`src/rtl/ufq_pkg.sv`:
```
// shared types and constants for the unique identifier queue
package ufq_pkg;

  localparam int DEPTH_DEF    = 16;
  localparam int ID_WIDTH_DEF = 32;
  localparam int FIELD_ID_W   = 32;
  localparam int FIELD_CNT_W  = 5;

  typedef enum logic [1:0] {
    STAT_OK    = 2'd0,
    STAT_DUP   = 2'd1,
    STAT_FULL  = 2'd2,
    STAT_EMPTY = 2'd3
  } ufq_status_e;

  typedef enum logic [0:0] {
    OP_INSERT = 1'b0,
    OP_SERVE  = 1'b1
  } ufq_op_e;

  typedef enum logic [2:0] {
    S_IDLE,
    S_DISPATCH,
    S_SCAN,
    S_APPEND,
    S_HEAD,
    S_FINISH
  } ufq_state_t;

  typedef struct packed {
    logic                   command;
    logic signed [FIELD_ID_W-1:0] id;
  } ufq_req_t;

  typedef struct packed {
    logic [1:0]                   status;
    logic signed [FIELD_ID_W-1:0] served_id;
    logic                         head_valid;
    logic signed [FIELD_ID_W-1:0] head_id;
    logic [FIELD_CNT_W-1:0]       count;
  } ufq_rsp_t;

  typedef struct packed {
    logic        accept;
    logic        scan_start;
    logic        scan_step;
    logic        append;
    logic        pop;
    logic        head_load;
    logic        status_load;
    ufq_status_e status_code;
    logic        out_load;
  } ufq_cmd_t;

  typedef struct packed {
    logic is_serve;
    logic empty;
    logic full;
    logic scan_done;
    logic match;
    logic out_free;
  } ufq_flags_t;

endpackage

```
`src/rtl/unique_id_fifo_queue.sv`:
```
// top level of the first-in first-out queue of unique identifiers
//
//   channel  handshake              payload
//   req      req_valid / req_stall  req: command, id
//   rsp      rsp_valid / rsp_stall  rsp: status, served_id, head_valid, head_id, count
//
// how long an insert takes is set by the duplicate scan, which reads one ring entry per
// cycle through the single read port; a duplicate ends the scan early, and an insert
// refused as full skips the append step; a serve on an empty queue skips the head load step
// synchronous reset empties the ring; entries are never cleared
// a new request is taken while a result waits; a stalled result holds the block
// in its final step until the result register frees
module unique_id_fifo_queue #(
  parameter int DEPTH    = ufq_pkg::DEPTH_DEF,
  parameter int ID_WIDTH = ufq_pkg::ID_WIDTH_DEF
) (
  input  logic              clk,
  input  logic              rst,
  input  logic              req_valid,
  output logic              req_stall,
  input  ufq_pkg::ufq_req_t req,
  output logic              rsp_valid,
  input  logic              rsp_stall,
  output ufq_pkg::ufq_rsp_t rsp
);
  import ufq_pkg::*;

  ufq_cmd_t   cmd;
  ufq_flags_t flags;

  ufq_ctrl u_ctrl (
    .clk       (clk),
    .rst       (rst),
    .req_valid (req_valid),
    .flags     (flags),
    .cmd       (cmd),
    .req_stall (req_stall)
  );

  ufq_dp #(
    .DEPTH    (DEPTH),
    .ID_WIDTH (ID_WIDTH)
  ) u_dp (
    .clk       (clk),
    .rst       (rst),
    .req       (req),
    .rsp_stall (rsp_stall),
    .cmd       (cmd),
    .flags     (flags),
    .rsp       (rsp),
    .rsp_valid (rsp_valid)
  );

endmodule

```
`src/rtl/ufq_ctrl.sv`:
```
// controller state machine for the unique identifier queue
module ufq_ctrl (
  input  logic              clk,
  input  logic              rst,
  input  logic              req_valid,
  input  ufq_pkg::ufq_flags_t flags,
  output ufq_pkg::ufq_cmd_t cmd,
  output logic              req_stall
);
  import ufq_pkg::*;

  ufq_state_t state;
  ufq_state_t state_next;

  always_ff @(posedge clk) begin
    if (rst) begin
      state <= S_IDLE;
    end else begin
      state <= state_next;
    end
  end

  always_comb begin
    state_next      = state;
    cmd             = '0;
    cmd.status_code = STAT_OK;
    req_stall       = 1'b1;
    case (state)
      S_IDLE: begin
        req_stall  = 1'b0;
        cmd.accept = req_valid;
        if (req_valid) begin
          state_next = S_DISPATCH;
        end
      end
      S_DISPATCH: begin
        if (flags.is_serve) begin
          if (flags.empty) begin
            cmd.status_load = 1'b1;
            cmd.status_code = STAT_EMPTY;
            state_next      = S_FINISH;
          end else begin
            cmd.pop    = 1'b1;
            state_next = S_HEAD;
          end
        end else begin
          cmd.scan_start = 1'b1;
          state_next     = S_SCAN;
        end
      end
      S_SCAN: begin
        cmd.scan_step = 1'b1;
        if (flags.scan_done) begin
          if (flags.match) begin
            cmd.status_load = 1'b1;
            cmd.status_code = STAT_DUP;
            state_next      = S_FINISH;
          end else if (flags.full) begin
            cmd.status_load = 1'b1;
            cmd.status_code = STAT_FULL;
            state_next      = S_FINISH;
          end else begin
            state_next = S_APPEND;
          end
        end
      end
      S_APPEND: begin
        cmd.append = 1'b1;
        state_next = S_FINISH;
      end
      S_HEAD: begin
        cmd.head_load = 1'b1;
        state_next    = S_FINISH;
      end
      S_FINISH: begin
        if (flags.out_free) begin
          cmd.out_load = 1'b1;
          state_next   = S_IDLE;
        end
      end
      default: begin
        state_next = S_IDLE;
      end
    endcase
  end

endmodule

```
`src/rtl/ufq_dp.sv`:
```
// datapath: entry ring, pointers, duplicate scan and result register
module ufq_dp #(
  parameter int DEPTH    = ufq_pkg::DEPTH_DEF,
  parameter int ID_WIDTH = ufq_pkg::ID_WIDTH_DEF
) (
  input  logic                clk,
  input  logic                rst,
  input  ufq_pkg::ufq_req_t   req,
  input  logic                rsp_stall,
  input  ufq_pkg::ufq_cmd_t   cmd,
  output ufq_pkg::ufq_flags_t flags,
  output ufq_pkg::ufq_rsp_t   rsp,
  output logic                rsp_valid
);
  import ufq_pkg::*;

  localparam int IW = $clog2(DEPTH);
  localparam int CW = $clog2(DEPTH + 1);

  logic [ID_WIDTH-1:0] store [DEPTH];
  logic [ID_WIDTH-1:0] rdata;
  logic [IW-1:0]       rd_addr;

  logic                op;
  logic [ID_WIDTH-1:0] key;
  logic [IW-1:0]       head;
  logic [IW-1:0]       tail;
  logic [CW-1:0]       count;
  logic [ID_WIDTH-1:0] head_reg;
  logic [ID_WIDTH-1:0] served;
  ufq_status_e         status_reg;

  logic [IW-1:0]       scan_ptr;
  logic [CW-1:0]       scan_left;
  logic                pend;
  logic                match_reg;
  logic                issue;
  logic                hit;

  logic [ID_WIDTH+FIELD_ID_W-1:0] id_wide;
  logic [ID_WIDTH+FIELD_ID_W-1:0] head_wide;
  logic [ID_WIDTH+FIELD_ID_W-1:0] served_wide;
  logic [CW+FIELD_CNT_W-1:0]      cnt_wide;

  function automatic logic [IW-1:0] ring_next(input logic [IW-1:0] pos);
    logic [IW-1:0] nxt;
    if (pos == IW'(DEPTH - 1)) begin
      nxt = '0;
    end else begin
      nxt = pos + IW'(1);
    end
    return nxt;
  endfunction

  assign id_wide = {{ID_WIDTH{1'b0}}, req.id};
  assign issue   = cmd.scan_step && (scan_left != '0) && !match_reg && !hit;
  assign hit     = pend && (rdata == key);
  assign rd_addr = cmd.pop ? ring_next(head) : scan_ptr;

  // entry ring
  always_ff @(posedge clk) begin
    if (cmd.append) begin
      store[tail] <= key;
    end
    rdata <= store[rd_addr];
  end

  // request capture and queue state
  always_ff @(posedge clk) begin
    if (rst) begin
      head  <= '0;
      tail  <= '0;
      count <= '0;
    end else begin
      if (cmd.append) begin
        tail  <= ring_next(tail);
        count <= count + CW'(1);
      end else if (cmd.pop) begin
        head  <= ring_next(head);
        count <= count - CW'(1);
      end
    end
  end

  always_ff @(posedge clk) begin
    if (cmd.accept) begin
      op         <= req.command;
      key        <= id_wide[ID_WIDTH-1:0];
      served     <= '0;
      status_reg <= STAT_OK;
    end else if (cmd.status_load) begin
      status_reg <= cmd.status_code;
    end
    if (cmd.pop) begin
      served <= head_reg;
    end
    if (cmd.append && (count == '0)) begin
      head_reg <= key;
    end else if (cmd.head_load) begin
      head_reg <= rdata;
    end
  end

  // duplicate scan, one read issued per cycle
  always_ff @(posedge clk) begin
    if (rst) begin
      pend      <= 1'b0;
      match_reg <= 1'b0;
    end else if (cmd.scan_start) begin
      pend      <= 1'b0;
      match_reg <= 1'b0;
    end else if (cmd.scan_step) begin
      pend <= issue;
      if (hit) begin
        match_reg <= 1'b1;
      end
    end
  end

  always_ff @(posedge clk) begin
    if (cmd.scan_start) begin
      scan_ptr  <= head;
      scan_left <= count;
    end else if (issue) begin
      scan_ptr  <= ring_next(scan_ptr);
      scan_left <= scan_left - CW'(1);
    end
  end

  always_comb begin
    flags.is_serve  = (op == OP_SERVE);
    flags.empty     = (count == '0);
    flags.full      = (count >= CW'(DEPTH));
    flags.match     = hit || match_reg;
    flags.scan_done = hit || match_reg || (!pend && (scan_left == '0));
    flags.out_free  = !rsp_valid || !rsp_stall;
  end

  // result register
  assign head_wide   = {{FIELD_ID_W{1'b0}}, head_reg};
  assign served_wide = {{FIELD_ID_W{1'b0}}, served};
  assign cnt_wide    = {{FIELD_CNT_W{1'b0}}, count};

  always_ff @(posedge clk) begin
    if (rst) begin
      rsp_valid <= 1'b0;
    end else if (cmd.out_load) begin
      rsp_valid <= 1'b1;
    end else if (!rsp_stall) begin
      rsp_valid <= 1'b0;
    end
  end

  always_ff @(posedge clk) begin
    if (cmd.out_load) begin
      rsp.status     <= status_reg;
      rsp.served_id  <= served_wide[FIELD_ID_W-1:0];
      rsp.head_valid <= (count != '0);
      rsp.head_id    <= (count != '0) ? head_wide[FIELD_ID_W-1:0] : '0;
      rsp.count      <= cnt_wide[FIELD_CNT_W-1:0];
    end
  end

endmodule

```
`config.mk`:
```
export PLATFORM = sky130hd
export DESIGN_NAME = unique_id_fifo_queue
export DESIGN_NICKNAME = d
export VERILOG_FILES = /design/src/rtl/ufq_pkg.sv /design/src/rtl/unique_id_fifo_queue.sv /design/src/rtl/ufq_ctrl.sv /design/src/rtl/ufq_dp.sv
export SDC_FILE = /design/constraint.sdc
export NUM_CORES = 1
export LEC_CHECK = 0
export BUFFER_PORTS_ARGS = -buffer_cell sky130_fd_sc_hd__buf_2
export CORE_UTILIZATION = 64
export CTS_BUF_LIST = sky130_fd_sc_hd__clkbuf_8
export CTS_CLUSTER_SIZE = 16
export DETAILED_ROUTE_END_ITERATION = 12
export GPL_ROUTABILITY_DRIVEN = 1
export PLACE_DENSITY = 0.83
export SYNTH_ARGS = -nofsm -noshare
export SYNTH_HDL_FRONTEND = slang
export SYNTH_SLANG_ARGS = --single-unit
```
`constraint.sdc`:
```
create_clock -name clk -period 5.4 [get_ports clk]
set_clock_uncertainty 0.15 [all_clocks]
set_input_delay 0 -clock clk [delete_from_list [all_inputs] [get_ports clk]]
set_output_delay 0 -clock clk [all_outputs]
set_load 0.01 [all_outputs]
```
Yosys cells after proc, flatten, opt, wreduce, memory -nomap -nowiden
Memories as Yosys holds them, arrays and structs flattened. A register that Yosys moved wholly into a read port is not among the register bits.
Index checks and enable logic that the tools add are counted.

storage, ports and cells
  bits in registers = 199
  memory bits (writable) = 512
  input bits = 37
  output and inout port bits = 74
  memories = 1

memories
  memory      depth  width  read ports  clocked after Yosys merged registers in  wr ports  line          text
  u_dp.store  16     32     1           1                                        1         ufq_dp.sv:20  logic [ID_WIDTH-1:0] store [DEPTH];

operators by class
  add/sub/neg operators = 6
  magnitude comparators = 1
  eq/ne operators = 13
  muxes and demuxes = 44
  bitwise gates (word level) = 1
  reductions and logical operators = 28

operator list
  operator               number
  $mux W32               4
  $mux W3                11
  $eq A32 B32 Y1         1
  $mux W4                6
  $mux W5                4
  $mux W1                17
  $pmux W3 S5            1
  $add A4 B1 Y4 const B  3
  $eq A4 B4 Y1 const B   3
  $logic_not A5 Y1       2
  $reduce_bool A5 Y1     2
  $sub A5 B1 Y5 const B  2
  $reduce_bool A2 Y1     4
  $eq A3 B2 Y1 const B   2
  $eq A3 B3 Y1 const B   2
  $logic_and A1 B1 Y1    6
  $ne A2 B2 Y1 const B   3
  $pmux W3 S2            1
  $add A5 B1 Y5 const B  1
  $ge A5 B5 Y1 const B   1
  $logic_not A1 Y1       5
  $reduce_and A2 Y1      2
  $reduce_or A2 Y1       2
  $eq A3 B1 Y1 const B   1
  5 further kinds        7

Depth between registers and ports, before layout
  depth after elaboration = 7
  depth in mapped cells = 12

Cells and area by module
A second synthesis with hierarchy kept.

second synthesis, totals
  cell total of the unflattened synthesis = 1979
  area total of the unflattened synthesis = 28422.3 um^2

modules (own cells, without submodules)
  module    times used  cells each  area each (um^2)  sequential area each (um^2)
  ufq_dp    1           1940        28129.5           21720.8
  ufq_ctrl  1           39          292.8             60.1

Worst setup path after synthesis
OpenSTA, ideal clock, no wires.

  kind = reg2reg
  start point = register u_ctrl.state[2]
  end point = register u_dp.rsp[0] (netlist name)
  library setup time = 0.526 ns
  data arrival time = 4.258 ns
  required time = 4.724 ns
  setup slack = 0.466 ns
  cell stages (with the launch flop) = 6
  path buffers = 1
  cell sequence = dfxtp_1 -> buf_2 -> inv_1 -> nor2_1 -> nand2_1 -> a21oi_1

RTL lines
  what                      line            text
  start: declaration        ufq_ctrl.sv:12  ufq_state_t state;
  start signal: assignment  ufq_ctrl.sv:19  state <= state_next;

Final worst setup path
  start point = register u_ctrl.state[2]
  end point = register u_dp.rdata[31] (read register of u_dp.store)

on the way
  cells in the longest elaborated chain, start to end = 3

RTL lines
  what              line            text
  $eq A3 B1 Y1      ufq_ctrl.sv:28  case (state)
  $mux W1           ufq_ctrl.sv:28
  $mux W4           ufq_dp.sv:58    assign rd_addr = cmd.pop ? ring_next(head) : scan_ptr;
  end: declaration  ufq_dp.sv:21    logic [ID_WIDTH-1:0] rdata;

Every way passes these cells.
A chain may end at the register's enable or synchronous reset.

==> impl_metrics.ini <==
[sta]
setup_viol = 0
drv_slew = 0
fin_ws_ns = 1.43
slew_headroom = 0.0884
rsz0062_at_grt = no
worst_pin_slew_ns = 1.37
hold_viol = 0
clock.fmax_mhz = 252
min_period_over_period = 0.735
tns_ns = 0
finalCriticalPeriod_ns = 3.97

[synthesis]
synth_area_um2 = 31100
synthFlopType = edfxtp_1
synth_edf_count = 690
synth_cells = 2404
async_flop_share = 0
postSynthAreaPerCell_um2 = 13.0
synthDistinctLibCells = 60
yosysSeqAreaShare = 0.699
synth_nets = 2453
synth_seq_cells = 743
yosys_warnings = 0

[floorplanning]
design.core.area_um2 = 47800
fp.dieW_um = 223
start_util = 0.651
rows = 80
dieArea_um2 = 49500
ioPinCount = 111
die_y_um = 223

[layout]
fin_area_um2 = 35200
syn2layout_area_growth_pct = 12.9
n_antenna_cell = 0
largest_reg_flops = 512
drive_above_1_share = 0.133
final_nets = 2635
fin_util = 0.735
mostFrequentLayoutCell = edfxtp_1
final_cell_mix = 690 x edfxtp_1, 417 x nand2_1, 280 x a21oi_1

[critical_path]
required_ns = 5.85
r2r_start = u_ctrl.state[2]
startpoint = u_ctrl.state[2]
criticalPathCategory = flip-flop to flip-flop
endpoint_kind = flip-flop
crit_path_start_kind = flip-flop
worst-path-max-fanout = 94
cp.arrival_ns = 4.42

[power]
p_comb_frac = 0.141
total_power_mw = 13.3
powerDensity_nw_per_um2 = 377
ir_drop_v = 0.000298
p_sw_frac = 0.276
p_int_mw = 9.61
seq_power_share = 0.537
clockPowerShare = 0.323
switchingPower_mw = 3.66
p_leak_nw = 12.8

[flow_run]
maxCapViolations = 0

[detailed_routing]
drc_errors = 0
wl_per_cell_um = 25.1
vias_per_cell = 6.50
drt-initial-drc-count = 3086
drtAntennaViolNets = 0
num_vias = 21400
dr.pass1.iters = 6
wirelength_um = 82800

[clock_tree]
insertion_delay_ns = 0.73
htree_levels = 3
clock_path_buffers = 3
cts-resized-gates = 0
cts_root_buffer = clkbuf_8
cts_tree = done
numCtsBuffers = 110
clkTransAtPathRegs_ns = 0.06
cts.sinks = 743

[hold_path]
hp-start = rst
hold_path.class = input pin to flip-flop

[place]
finalWeightedCongestion = 0.934
port_buffers = 110
placedInstanceArea_um2 = 32400
place_hpwl_um = 45800
dp_worst_setup_slack_ns = 1.61

[global_routing]
globalRoute.totalOverflow = 0
antenna_found_initial = 0
grt_max_degree = 260
first_global_vias = 21200
grt_pass1_wl_um = 124000
gr-usage-all-layers = 0.334

[status]
status = complete, no violations
final timing paths:
check | depth (start not counted) | endpoint | slack [ns]
worst max-delay path | 8 | u_dp.rdata[31] | 1.43
worst min-delay path | 3 | u_dp.count[4] | 0.12
worst min register to register | 0 | u_dp.rsp[65] | 0.27
worst max register to register | 8 | u_dp.rdata[31] | 1.43
worst max-delay path, stage by stage, from the launching register on:
cell and delay [ns]:
dfxtp_1 0.53, and4bb_2 0.53, o21ai_4 0.13, buf_4 0.50, buf_4 0.97, a21oi_1 0.15
o21ai_0 0.27, nand4_1 0.14, or3_1 0.35
cells by family (layout without fill, tap and decap cells):
logic type,after synthesis,after routing,synth area share
xor gates and xnor gates,44,44,0.0124
adders and majority gates,12,12,0.00506
and+or+nand+nor,765,765,0.118
AOI/OAI and AO/OA,516,516,0.0888
buffers and inverters,163,439,0.0233
muxes,161,161,0.0530
DFF,743,743,0.699
layout make-up:
cell class              count  area [um2]
well taps                 615         769
flip-flops and latches    743       21800
fillers                  2857       12700
clock inverters            86         417
multi-input cells        1498        8890
clock buffers             120        1650
repair buffers            223        1610
inverters                  10        37.5
synthesized netlist by cell type, types with 34 or more instances:
master / n / area (um2)
xor2_1: 35 / 307
clkbuf_1: 105 / 394
and3_1: 35 / 219
or3_1: 36 / 225
o21ai_1: 52 / 260
o22ai_1: 70 / 438
nand2_1: 417 / 1570
o21ai_0: 86 / 430
and2_1: 36 / 225
dfxtp_1: 53 / 1060
nand2b_1: 135 / 845
nand4_1: 34 / 213
edfxtp_1: 690 / 20700
mux2i_1: 129 / 1290
a21oi_1: 281 / 1410
power groups by stage:
stage / Sequential (mW) / Clock [mW] / Combinational [mW]
after global routing: 7.14 / 4.52 / 1.98
after floorplan: 7.06 / 0 / 1.24
after global placement: 7.20 / 0 / 1.69
after detailed placement: 7.22 / 0 / 1.76
after CTS: 7.10 / 4.28 / 1.81
final: 7.12 / 4.28 / 1.87
what timing repair did:
action	in CTS	in global routing
hold buffers	71	0
setup buffers	0	0
hold endpoints to repair	167	0
layer usage:
| metal | share of wire | up-vias | track usage |
|---|---|---|---|
| li1 | - | 9204 | - |
| met4 | 0.052 | 0 | 0.183 |
| met3 | 0.12 | 313 | 0.0743 |
| met2 | 0.48 | 1578 | 0.528 |
| met1 | 0.35 | 10300 | 0.433 |
| met5 | 0 | - | 0 |
through the flow:
step | cells | hold slack (ns)
2_1_floorplan | 2404 | -0.0511
6_report | 3295 | 0.118
3_3_place_gp | 3018 | 0.0278
5_1_grt | 3295 | 0.125
3_5_place_dp | 3018 | 0.0281
4_1_cts | 3295 | 0.0541
No activity file was read; power rests on OpenSTA's default activity.
